--- config.mk ---
export PLATFORM = sky130hd
export DESIGN_NAME = block_buffer_cache_lru_top
export DESIGN_NICKNAME = d
export VERILOG_FILES = /design/src/rtl/bbc_pkg.sv /design/src/rtl/block_buffer_cache_lru_top.sv /design/src/rtl/bbc_cell.sv
export SDC_FILE = /design/constraint.sdc
export NUM_CORES = 2
export LEC_CHECK = 0
export BUFFER_PORTS_ARGS = -buffer_cell sky130_fd_sc_hd__buf_2
export CAP_MARGIN = 5
export CORE_MARGIN = 2
export CORE_UTILIZATION = 60
export DETAILED_ROUTE_END_ITERATION = 8
export PLACE_DENSITY = 0.83
export SLEW_MARGIN = 10
export SYNTH_ARGS = -nofsm -noshare
export SYNTH_HDL_FRONTEND = slang
export SYNTH_SLANG_ARGS = --single-unit
--- constraint.sdc ---
create_clock -name i_clk -period 19.4 [get_ports i_clk]
set_input_delay 2.91 -clock i_clk [delete_from_list [all_inputs] [get_ports i_clk]]
set_output_delay 2.91 -clock i_clk [all_outputs]
set_load 0.01 [all_outputs]
--- src/rtl/bbc_pkg.sv ---
// shared types, codes and constants for the block buffer cache controller
// used by bbc_cell and block_buffer_cache_lru_top; no dependencies
package bbc_pkg;

    localparam int SLOTS_DEFAULT   = 16;
    localparam int SECTORS_DEFAULT = 8;

    localparam int SLOT_MAX_W = 6;
    localparam int TAG_W      = 32;
    localparam int COUNT_W    = 8;
    localparam int SECTOR_W   = 35;
    localparam int STATUS_W   = 2;
    localparam int SLOT_OUT_W = 4;

    localparam logic [COUNT_W-1:0] COUNT_MAX = '1;

    localparam logic [STATUS_W-1:0] ST_HIT    = 2'd0;
    localparam logic [STATUS_W-1:0] ST_MISS   = 2'd1;
    localparam logic [STATUS_W-1:0] ST_FULL   = 2'd2;
    localparam logic [STATUS_W-1:0] ST_RELERR = 2'd3;

    localparam logic OP_ACQUIRE = 1'b0;
    localparam logic OP_RELEASE = 1'b1;

    localparam logic [1:0] CMD_NONE = 2'd0;
    localparam logic [1:0] CMD_HIT  = 2'd1;
    localparam logic [1:0] CMD_FILL = 2'd2;
    localparam logic [1:0] CMD_REL  = 2'd3;

    typedef struct packed {
        logic                  op;
        logic [TAG_W-1:0]      blk;
        logic                  rel_ok;
        logic [SLOT_MAX_W-1:0] rel_slot;
    } t_req;

    typedef struct packed {
        logic                  active;
        logic                  hit;
        logic [SLOT_MAX_W-1:0] hit_slot;
        logic [COUNT_W-1:0]    hit_count;
        logic                  hit_valid;
        logic                  found;
        logic [SLOT_MAX_W-1:0] pick;
        logic [SLOT_MAX_W-1:0] pick_rank;
        logic [COUNT_W-1:0]    rel_count;
        logic [SLOT_MAX_W-1:0] rel_rank;
    } t_probe;

    typedef struct packed {
        logic [1:0]            kind;
        logic [SLOT_MAX_W-1:0] slot;
        logic [SLOT_MAX_W-1:0] old_rank;
    } t_cmd;

endpackage

--- src/rtl/block_buffer_cache_lru_top.sv ---
// block buffer cache controller: tag lookup, reference counts, lru replacement
// chains SLOTS bbc_cell instances; uses bbc_pkg
//
// usage:
//   input channel i_in_valid / o_in_ready carries one request item: op 0
//   acquires i_block_number, op 1 releases slot i_slot_index
//   output channel o_out_valid / i_out_ready carries one result item per
//   request: status, slot, sector address (block number times
//   SECTORS_PER_BLOCK on a fill, else zero) and the slot's count after it
//   walk: a probe walks the cell chain one slot per cycle; its result is
//   captured at the chain's end, then registered in the output register
//   intake: no new request is taken until the result is loaded for output
//   reset: every slot empty with count zero, slot i at recency rank i
//   stall: the result waits in the output register; the next request is
//   still taken and walks the chain, then holds until the result is taken
module block_buffer_cache_lru_top #(
    parameter int SLOTS             = bbc_pkg::SLOTS_DEFAULT,
    parameter int SECTORS_PER_BLOCK = bbc_pkg::SECTORS_DEFAULT
) (
    input  logic                             i_clk,
    input  logic                             i_rst_n,
    input  logic                             i_in_valid,
    output logic                             o_in_ready,
    input  logic                             i_op,
    input  logic [bbc_pkg::TAG_W-1:0]        i_block_number,
    input  logic [bbc_pkg::SLOT_OUT_W-1:0]   i_slot_index,
    output logic                             o_out_valid,
    input  logic                             i_out_ready,
    output logic [bbc_pkg::STATUS_W-1:0]     o_status,
    output logic [bbc_pkg::SLOT_OUT_W-1:0]   o_slot,
    output logic [bbc_pkg::SECTOR_W-1:0]     o_sector_address,
    output logic [bbc_pkg::COUNT_W-1:0]      o_ref_count
);
    import bbc_pkg::*;

    localparam int RANK_W = $clog2(SLOTS);

    localparam logic [1:0] S_IDLE  = 2'd0;
    localparam logic [1:0] S_SWEEP = 2'd1;
    localparam logic [1:0] S_DONE  = 2'd2;

    logic [1:0]            r_state;
    logic                  r_start;
    t_req                  r_req;
    logic [SLOT_OUT_W-1:0] r_slot_index;
    t_probe                r_res;
    t_probe                w_head;
    t_probe                w_probe [SLOTS];
    t_cmd                  w_cmd;
    logic                  w_load;
    logic                  w_accept;

    logic [STATUS_W-1:0]   w_status;
    logic [SLOT_OUT_W-1:0] w_slot;
    logic [SECTOR_W-1:0]   w_sector;
    logic [COUNT_W-1:0]    w_count;
    logic [SECTOR_W-1:0]   w_fill_sector;
    t_cmd                  w_act;

    logic                  r_out_valid;
    logic [STATUS_W-1:0]   r_status;
    logic [SLOT_OUT_W-1:0] r_slot;
    logic [SECTOR_W-1:0]   r_sector;
    logic [COUNT_W-1:0]    r_count;

    assign o_in_ready = (r_state == S_IDLE);
    assign w_accept   = i_in_valid && o_in_ready;
    assign w_load     = (r_state == S_DONE) && (!r_out_valid || i_out_ready);

    always_comb begin
        w_head        = '0;
        w_head.active = r_start;
    end

    for (genvar k = 0; k < SLOTS; k++) begin : g_cell
        if (k == 0) begin : g_first
            bbc_cell #(.IDX(k), .RANK_W(RANK_W)) u_cell (
                .i_clk   (i_clk),
                .i_rst_n (i_rst_n),
                .i_req   (r_req),
                .i_probe (w_head),
                .o_probe (w_probe[k]),
                .i_cmd   (w_cmd)
            );
        end else begin : g_next
            bbc_cell #(.IDX(k), .RANK_W(RANK_W)) u_cell (
                .i_clk   (i_clk),
                .i_rst_n (i_rst_n),
                .i_req   (r_req),
                .i_probe (w_probe[k-1]),
                .o_probe (w_probe[k]),
                .i_cmd   (w_cmd)
            );
        end
    end

    assign w_fill_sector = SECTOR_W'(r_req.blk) * SECTOR_W'(SECTORS_PER_BLOCK);

    always_comb begin
        w_status     = ST_FULL;
        w_slot       = '0;
        w_sector     = '0;
        w_count      = '0;
        w_act        = '0;
        w_act.kind   = CMD_NONE;
        if (r_req.op == OP_RELEASE) begin
            w_slot = r_slot_index;
            if (!r_req.rel_ok || r_res.rel_count == '0) begin
                w_status = ST_RELERR;
            end else begin
                w_status       = ST_HIT;
                w_count        = r_res.rel_count - 1'b1;
                w_act.kind     = CMD_REL;
                w_act.slot     = r_req.rel_slot;
                w_act.old_rank = r_res.rel_rank;
            end
        end else if (r_res.hit) begin
            w_status   = r_res.hit_valid ? ST_HIT : ST_MISS;
            w_slot     = SLOT_OUT_W'(r_res.hit_slot);
            w_sector   = r_res.hit_valid ? '0 : w_fill_sector;
            w_count    = (r_res.hit_count == COUNT_MAX) ? COUNT_MAX
                                                        : r_res.hit_count + 1'b1;
            w_act.kind = CMD_HIT;
            w_act.slot = r_res.hit_slot;
        end else if (r_res.found) begin
            w_status   = ST_MISS;
            w_slot     = SLOT_OUT_W'(r_res.pick);
            w_sector   = w_fill_sector;
            w_count    = COUNT_W'(1);
            w_act.kind = CMD_FILL;
            w_act.slot = r_res.pick;
        end
    end

    always_comb begin
        w_cmd = w_act;
        if (!w_load) begin
            w_cmd.kind = CMD_NONE;
        end
    end

    always_ff @(posedge i_clk) begin
        if (!i_rst_n) begin
            r_state <= S_IDLE;
            r_start <= 1'b0;
        end else begin
            r_start <= w_accept;
            case (r_state)
                S_IDLE: begin
                    if (w_accept) begin
                        r_state <= S_SWEEP;
                    end
                end
                S_SWEEP: begin
                    if (w_probe[SLOTS-1].active) begin
                        r_state <= S_DONE;
                    end
                end
                S_DONE: begin
                    if (w_load) begin
                        r_state <= S_IDLE;
                    end
                end
                default: begin
                    r_state <= S_IDLE;
                end
            endcase
        end
    end

    always_ff @(posedge i_clk) begin
        if (w_accept) begin
            r_req.op       <= i_op;
            r_req.blk      <= i_block_number;
            r_req.rel_ok   <= (32'(i_slot_index) < SLOTS);
            r_req.rel_slot <= SLOT_MAX_W'(i_slot_index);
            r_slot_index   <= i_slot_index;
        end
        if (r_state == S_SWEEP && w_probe[SLOTS-1].active) begin
            r_res <= w_probe[SLOTS-1];
        end
    end

    always_ff @(posedge i_clk) begin
        if (!i_rst_n) begin
            r_out_valid <= 1'b0;
        end else if (w_load) begin
            r_out_valid <= 1'b1;
        end else if (i_out_ready) begin
            r_out_valid <= 1'b0;
        end
    end

    always_ff @(posedge i_clk) begin
        if (w_load) begin
            r_status <= w_status;
            r_slot   <= w_slot;
            r_sector <= w_sector;
            r_count  <= w_count;
        end
    end

    assign o_out_valid      = r_out_valid;
    assign o_status         = r_status;
    assign o_slot           = r_slot;
    assign o_sector_address = r_sector;
    assign o_ref_count      = r_count;

endmodule

--- src/rtl/bbc_cell.sv ---
// one buffer slot: tag, flags, reference count and recency rank
// folds its state into the probe passing along the chain; uses bbc_pkg
module bbc_cell #(
    parameter int IDX    = 0,
    parameter int RANK_W = 4
) (
    input  logic            i_clk,
    input  logic            i_rst_n,
    input  bbc_pkg::t_req   i_req,
    input  bbc_pkg::t_probe i_probe,
    output bbc_pkg::t_probe o_probe,
    input  bbc_pkg::t_cmd   i_cmd
);
    import bbc_pkg::*;

    localparam logic [SLOT_MAX_W-1:0] ME = SLOT_MAX_W'(IDX);

    logic [TAG_W-1:0]   r_tag;
    logic               r_occ;
    logic               r_valid;
    logic [COUNT_W-1:0] r_count;
    logic [RANK_W-1:0]  r_rank;
    t_probe             r_probe;
    t_probe             n_probe;
    logic [SLOT_MAX_W-1:0] w_rank_ext;

    assign w_rank_ext = SLOT_MAX_W'(r_rank);

    always_comb begin
        n_probe = i_probe;
        if (!i_probe.hit && r_occ && r_tag == i_req.blk) begin
            n_probe.hit       = 1'b1;
            n_probe.hit_slot  = ME;
            n_probe.hit_count = r_count;
            n_probe.hit_valid = r_valid;
        end
        if (r_count == '0 && (!i_probe.found || w_rank_ext > i_probe.pick_rank)) begin
            n_probe.found     = 1'b1;
            n_probe.pick      = ME;
            n_probe.pick_rank = w_rank_ext;
        end
        if (i_req.rel_ok && i_req.rel_slot == ME) begin
            n_probe.rel_count = r_count;
            n_probe.rel_rank  = w_rank_ext;
        end
    end

    always_ff @(posedge i_clk) begin
        if (!i_rst_n) begin
            r_probe <= '0;
        end else begin
            r_probe <= n_probe;
        end
    end

    assign o_probe = r_probe;

    always_ff @(posedge i_clk) begin
        if (i_cmd.kind == CMD_FILL && i_cmd.slot == ME) begin
            r_tag <= i_req.blk;
        end
    end

    always_ff @(posedge i_clk) begin
        if (!i_rst_n) begin
            r_occ   <= 1'b0;
            r_valid <= 1'b0;
            r_count <= '0;
            r_rank  <= RANK_W'(IDX);
        end else begin
            case (i_cmd.kind)
                CMD_HIT: begin
                    if (i_cmd.slot == ME) begin
                        r_valid <= 1'b1;
                        if (r_count != COUNT_MAX) begin
                            r_count <= r_count + 1'b1;
                        end
                    end
                end
                CMD_FILL: begin
                    if (i_cmd.slot == ME) begin
                        r_occ   <= 1'b1;
                        r_valid <= 1'b1;
                        r_count <= COUNT_W'(1);
                    end
                end
                CMD_REL: begin
                    if (i_cmd.slot == ME) begin
                        r_count <= r_count - 1'b1;
                        r_rank  <= '0;
                    end else if (w_rank_ext < i_cmd.old_rank) begin
                        r_rank <= r_rank + 1'b1;
                    end
                end
                default: begin
                end
            endcase
        end
    end

endmodule
; Word-level counts from Yosys, hierarchy flattened
; Cells that the tools add are included.
; Widths: inputs -> output; s select.
[op_classes]
eq_ne = 135
n_addsub = 50
mux = 187
n_lt_le_gt_ge = 31
bitwise_logic = 1
n_reduce_logical = 264
[ops]
columns = cell, n
row1 = $mux 8, 71
row2 = $eq 32x32->1, 16
row3 = $pmux 8 s3, 16
row4 = $mux 16, 16
row5 = $mux 14, 16
row6 = $mux 13, 16
row7 = $mux 4, 35
row8 = $add 8x1->8 const B, 17
row9 = $logic_not 8->1, 17
row10 = $sub 8x1->8 const B, 17
row11 = $ne 2x1->1 const B, 65
row12 = $ne 8x8->1 const B, 16
row13 = $mux 35, 3
row14 = $reduce_and 2->1, 51
row15 = $lt 4x6->1, 16
row16 = $reduce_or 2->1, 46
row17 = $gt 4x6->1, 15
row18 = $reduce_and 5->1, 16
row19 = $logic_and 1x1->1, 65
row20 = $add 4x1->4 const B, 16
row21 = $eq 6x4->1 const B, 8
row22 = $reduce_bool 2->1, 17
row23 = $eq 4x4->1 const B, 8
row24 = $logic_not 1->1, 31
row25 = 20 further kinds, 58
[totals]
ff_bits = 1561
elab_cells = 986
in_bits = 41

; Logic depth before layout (Yosys ltp)
[depth]
depth_word = 7
mapped_depth = 24
ltp_nobuf = 18

; Cells and area by module
; Synthesis repeated with hierarchy kept, for this count alone.
[unflattened]
hier_cells = 6499
hier_area_um2 = 70538.9
[modules_own_cells]
columns = module, area_each_um2, seq_area_each_um2, cells_each, n_inst
row1 = block_buffer_cache_lru_top, 4675.7, 3683.5, 281, 1
row2 = bbc_cell (g_cell[11].g_next.u_cell), 4187.8, 2122.0, 389, 1
row3 = bbc_cell (g_cell[10].g_next.u_cell), 4161.5, 2122.0, 389, 1
row4 = bbc_cell (g_cell[12].g_next.u_cell), 4156.5, 2122.0, 391, 1
row5 = bbc_cell (g_cell[14].g_next.u_cell), 4144.0, 2122.0, 383, 1
row6 = bbc_cell (g_cell[5].g_next.u_cell), 4144.0, 2122.0, 388, 1
row7 = bbc_cell (g_cell[4].g_next.u_cell), 4135.2, 2122.0, 384, 1
row8 = bbc_cell (g_cell[2].g_next.u_cell), 4125.2, 2122.0, 389, 1
row9 = bbc_cell (g_cell[13].g_next.u_cell), 4121.5, 2122.0, 395, 1
row10 = bbc_cell (g_cell[15].g_next.u_cell), 4121.5, 2122.0, 387, 1
row11 = bbc_cell (g_cell[9].g_next.u_cell), 4121.5, 2122.0, 389, 1
row12 = bbc_cell (g_cell[8].g_next.u_cell), 4107.7, 2122.0, 387, 1
row13 = bbc_cell (g_cell[1].g_next.u_cell), 4102.7, 2122.0, 385, 1
row14 = bbc_cell (g_cell[6].g_next.u_cell), 4087.7, 2122.0, 392, 1
row15 = +3 rows, --, --, --, --

; Worst setup path before layout
; OpenSTA, ideal clock, no wires.
[synth_timing]
path_type = input-to-reg
start = input port i_out_ready
end = register g_cell[0].g_first.u_cell.r_count[7]
slack_ns = 11.235
cell_stages = 14
n_path_buf = 0
required_time_ns = 19.326
t_arrival_ns = 8.090
setup_ns = 0.074
cell_sequence = nand2b_1 -> nand2b_1 -> inv_1 -> nand2_1 -> inv_1 -> ha_1 -> ha_1 -> a31oi_1 -> a31oi_1 -> o21a_1 -> o41ai_1 -> xnor2_1 -> or4_1 -> a31oi_1
[synth_via]
elab_chain_len = 6
[synth_rtl]
columns = element, line_no
row1 = "start, declared", block_buffer_cache_lru_top.sv:28  ; input logic i_out_ready,
row2 = $logic_or 1x1->1 *, block_buffer_cache_lru_top.sv:68  ; assign w_load = (r_state == S_DONE) && (!r_out_valid || i_out_ready);
row3 = $logic_and 1x1->1 *, block_buffer_cache_lru_top.sv:68
row4 = net w_load, block_buffer_cache_lru_top.sv:50  ; logic w_load;
row5 = $mux 2 *, block_buffer_cache_lru_top.sv:137  ; if (!w_load) begin
row6 = $eq 2x2->1 or $eq 2x1->1 (tied branches), bbc_cell.sv:71  ; case (i_cmd.kind)
row7 = "$ne 2x2->1 (no line), or another cell as far along", --
row8 = $reduce_and 5->1 (no line), --
row9 = "end signal, assigned", bbc_cell.sv:76  ; r_count <= r_count + 1'b1;
row10 = "end signal, assigned", bbc_cell.sv:89  ; r_count <= r_count - 1'b1;
row11 = "end, declared", bbc_cell.sv:21  ; logic [COUNT_W-1:0] r_count;
; Mark *: on every way through the listed nets, which the timed path passes. The rest lies on a longest branch.
; A chain may end at the register's enable or synchronous reset.

; Final worst setup path
[layout_timing]
start = input port i_out_ready
end = register g_cell[4].g_next.u_cell.r_tag[13] (enable)
[layout_via]
elab_chain_len = 5
[layout_rtl]
columns = element, line_no
row1 = $logic_or 1x1->1, block_buffer_cache_lru_top.sv:68
row2 = $logic_and 1x1->1, block_buffer_cache_lru_top.sv:68
row3 = net w_load, block_buffer_cache_lru_top.sv:50
row4 = $mux 2, block_buffer_cache_lru_top.sv:137
row5 = $eq 2x2->1, bbc_cell.sv:59  ; if (i_cmd.kind == CMD_FILL && i_cmd.slot == ME) begin
row6 = $logic_and 1x1->1, bbc_cell.sv:59
row7 = "end signal, assigned", bbc_cell.sv:60  ; r_tag <= i_req.blk;
row8 = "end, declared", bbc_cell.sv:18  ; logic [TAG_W-1:0] r_tag;
; The timed path passes the listed nets, and every way through them passes these cells.

==> impl_metrics.ini <==
[pwr]
total_power_mw = 5.99
p_clk_share_pct = 44.5
p_sw_share_pct = 22.3
combPwrFrac_pct = 3.8
power_density_nw_per_um2 = 89.7
p_int_mw = 4.66
p_leak_nw = 24.8
vdd_drop_max_mv = 0.0953
p_seq_share_pct = 51.7
p_sw_mw = 1.33

[detailed_routing]
drc = 0
dr.pass1.iters = 7
vias_per_cell = 6.14
wl_per_cell_um = 21.6
ant_nets = 0
via_count = 43300
routed_wl_um = 152000
drt-initial-drc-count = 5000

[place]
place_area_um2 = 62300
gp_congestion = 0.893
hpwl_um = 94000
port_buffers = 88

[clocking]
hold_buffers = 0
cts_buffer_depth = 3
clkTransAtPathRegs_ns = 0.07
numCtsBuffers = 138
cts_tree = done
post_cts_resized = 0
clk_latency_ns = 0.78
root_buffer = clkbuf_16
cts.sinks = 1396
cts_setup_buffers = 0
htreeDepth = 4

[hold_path]
hold_path_class = register to register
whs_endpoint = r_res[34]$_DFFE_PP_
hp-start = g_cell[15].g_next.u_cell.o_probe[34]$_SDFF_PN0_
min_delay_path_depth = 0

[floorplan]
rows = 116
dieArea_um2 = 104000
die-width_um = 322
die_y_um = 322
fp.coreArea_um2 = 100000
ios = 92
initial_core_util_pct = 60.5

[global_route]
gr-usage-all-layers_pct = 29.0
grt_pass1_wl_um = 234000
grt-ovfl-total = 0
antenna_found_initial = 5
use_met3_pct = 5.54
grt_pass1_vias = 41700
top_usage_layer = met2
grt_max_degree = 220
use_met2_pct = 47.0
grt_util_met1_pct = 38.5

[finish]
layout_commonest_cell = dfxtp_1
syn_to_final_growth_pct = 10.3
nFillCells = 7034
diodes = 0
nets = 5909
final_cell_mix = 770 x dfxtp_1, 626 x edfxtp_1, 620 x nand2_1
final_util_pct = 66.7
design_area_um2 = 66800
drive_above_1_share_pct = 7.93

[critical_path]
crit_arrival_ns = 7.68
r2r_cells = 16
worst-endpoint-required_ns = 19.77
startpoint_type = input pin
regToRegEndpoint = g_cell[4].g_next.u_cell.r_tag[13]$_DFFE_PP_
setup.worst_path.class = input pin to register
end_kind = register
rr_startpoint = r_res[6]$_DFFE_PP_
cp_max_fo = 76
r2r_slack_ns = 13.45

[synthesis]
ys.warnings.count = 0
synth.distinct_cells = 75
netlist_area_um2 = 60600
synth_cells = 5633
avgSynthCellArea_um2 = 10.8
synthArstFlopShare_pct = 0
synth_top_flop_cell = dfxtp_1
synth_seq_cells = 1396
ys_seq_area_share_pct = 56.5
synth_edf_count = 626

[timing]
tightest_slew_ns = 1.12
maxSlewViolCount = 0
finClkSkew_ns = 0.0520
finalSetupViolCount = 0
report.final.hold_viol_count = 0
fmax_ghz = 0.137
rsz0062_at_grt = false
slew_headroom_pct = 24.9
tns_ns = 0
hold_ws_ns = 0.399
post-route-period-util_pct = 37.7
min_period_ns = 7.31

[job]
drv_cap = 0

[outcome]
outcome = complete, no violations
==> synthesized netlist by cell type (12+ instances only) <==
cell type  number  area, um2
dfxtp_1       770      15400
edfxtp_1      626      18800
nand2_1       620       2330
nor2_1        543       2040
a21oi_1       438       2190
xor2_1        381       3340
xnor2_1       259       2270
clkbuf_1      249        935
ha_1          226       2830
mux2i_1       198       1980
nor4_1        126        788
nand4_1       124        776
inv_1         122        458
o21ai_0        97        485
and2_1         95        594
nand3_1        77        385
nor3_1         76        380
o21a_1         75        563
or3_1          58        363
buf_2          46        230
a31oi_1        43        269
and3_1         37        231
a211oi_1       34        255
nand4b_1       20        175
nand4bb_1      17        191
buf_1          16       60.1
nor2b_1        16        100
nor4bb_1       16        160
o41ai_1        15        131
nand2b_1       14       87.6
nand3b_1       12       90.1
o22ai_1        12       75.1
==> logic make-up after synthesis <==
logic type	share of synthesized area (%)
AOI/OAI and AO/OA	8.27
xor gates and xnor gates	9.25
adders and majority gates	4.67
buffers and inverters	2.90
DFF	56.5
muxes	3.27
other	0.00619
and+or+nand+nor	15.2
==> through the flow <==
step                setup WS, ns  std cells
floorplan                  11.24       5635
global placement           11.55       6800
detailed placement         11.41       6800
CTS                        12.19       7051
global route               11.84       7051
finish                     12.09       7051
==> power groups by stage <==
stage,clock [mW],sequential (mW),combinational (mW)
final,2.67,3.10,0.225
after global routing,2.80,3.10,0.240
after CTS,2.69,3.10,0.222
after detailed placement,0,3.16,0.219
after global placement,0,3.16,0.210
after floorplan,0,3.16,0.137
==> worst max-delay path, cell delays in order <==
cell	delay, ns
buf_2	0.08
nand2b_1	0.16
nand2b_1	0.27
inv_2	0.11
buf_4	0.58
nand2_1	0.23
inv_1	0.21
ha_2	0.19
buf_4	0.36
buf_4	0.71
inv_2	0.51
buf_4	0.48
nor2_4	0.82
==> sequential cells by signal (all words and copies together), names as in the netlist <==
signal	flops
g_cell.g_next.u_cell.o_probe	514
g_cell.g_next.u_cell.r_tag	480
g_cell.g_next.u_cell.r_count	120
g_cell.g_next.u_cell.r_rank	60
r_req	37
g_cell.g_first.u_cell.r_tag	32
o_sector_address	32
r_res	31
g_cell.g_first.u_cell.o_probe	28
g_cell.g_next.u_cell.r_occ	15
g_cell.g_next.u_cell.r_valid	15
g_cell.g_first.u_cell.r_count	8
o_ref_count	8
g_cell.g_first.u_cell.r_rank	4
o_slot	4
o_status	2
r_state	2
g_cell.g_first.u_cell.r_occ	1
g_cell.g_first.u_cell.r_valid	1
o_out_valid	1
r_start	1
==> worst max path at each step <==
stage	from	to	slack (ns)	depth (start not counted)
floorplan	i_out_ready	g_cell[0].g_first.u_cell.r_count[7]$_SDFFE_PN0P_	11.24	14
global placement	i_out_ready	g_cell[4].g_next.u_cell.r_tag[21]$_DFFE_PP_	11.55	13
detailed placement	i_out_ready	g_cell[4].g_next.u_cell.r_tag[22]$_DFFE_PP_	11.41	13
CTS	i_out_ready	g_cell[4].g_next.u_cell.r_tag[13]$_DFFE_PP_	12.19	13
global route	i_out_ready	g_cell[4].g_next.u_cell.r_tag[13]$_DFFE_PP_	11.84	13
finish	i_out_ready	g_cell[4].g_next.u_cell.r_tag[13]$_DFFE_PP_	12.09	13
==> metal layers <==
layer  part of all wire [%]  routed length (um)
met5                  0.035                  53
met3                    9.7               14700
met1                     40               61000
met4                    3.6                5420
met2                     47               70900
==> area by class of cell <==
type                    count  area [um2]  area share [%]
flip-flops and latches   1396       34200            51.2
multi-input cells        3796       24700            37.0
clock buffers             194        3910            5.85
well taps                1298        1620            2.43
repair buffers            186        1200            1.80
clock inverters            57         647           0.968
inverters                 124         473           0.708
Note: power is estimated with default switching activity, not from simulation.
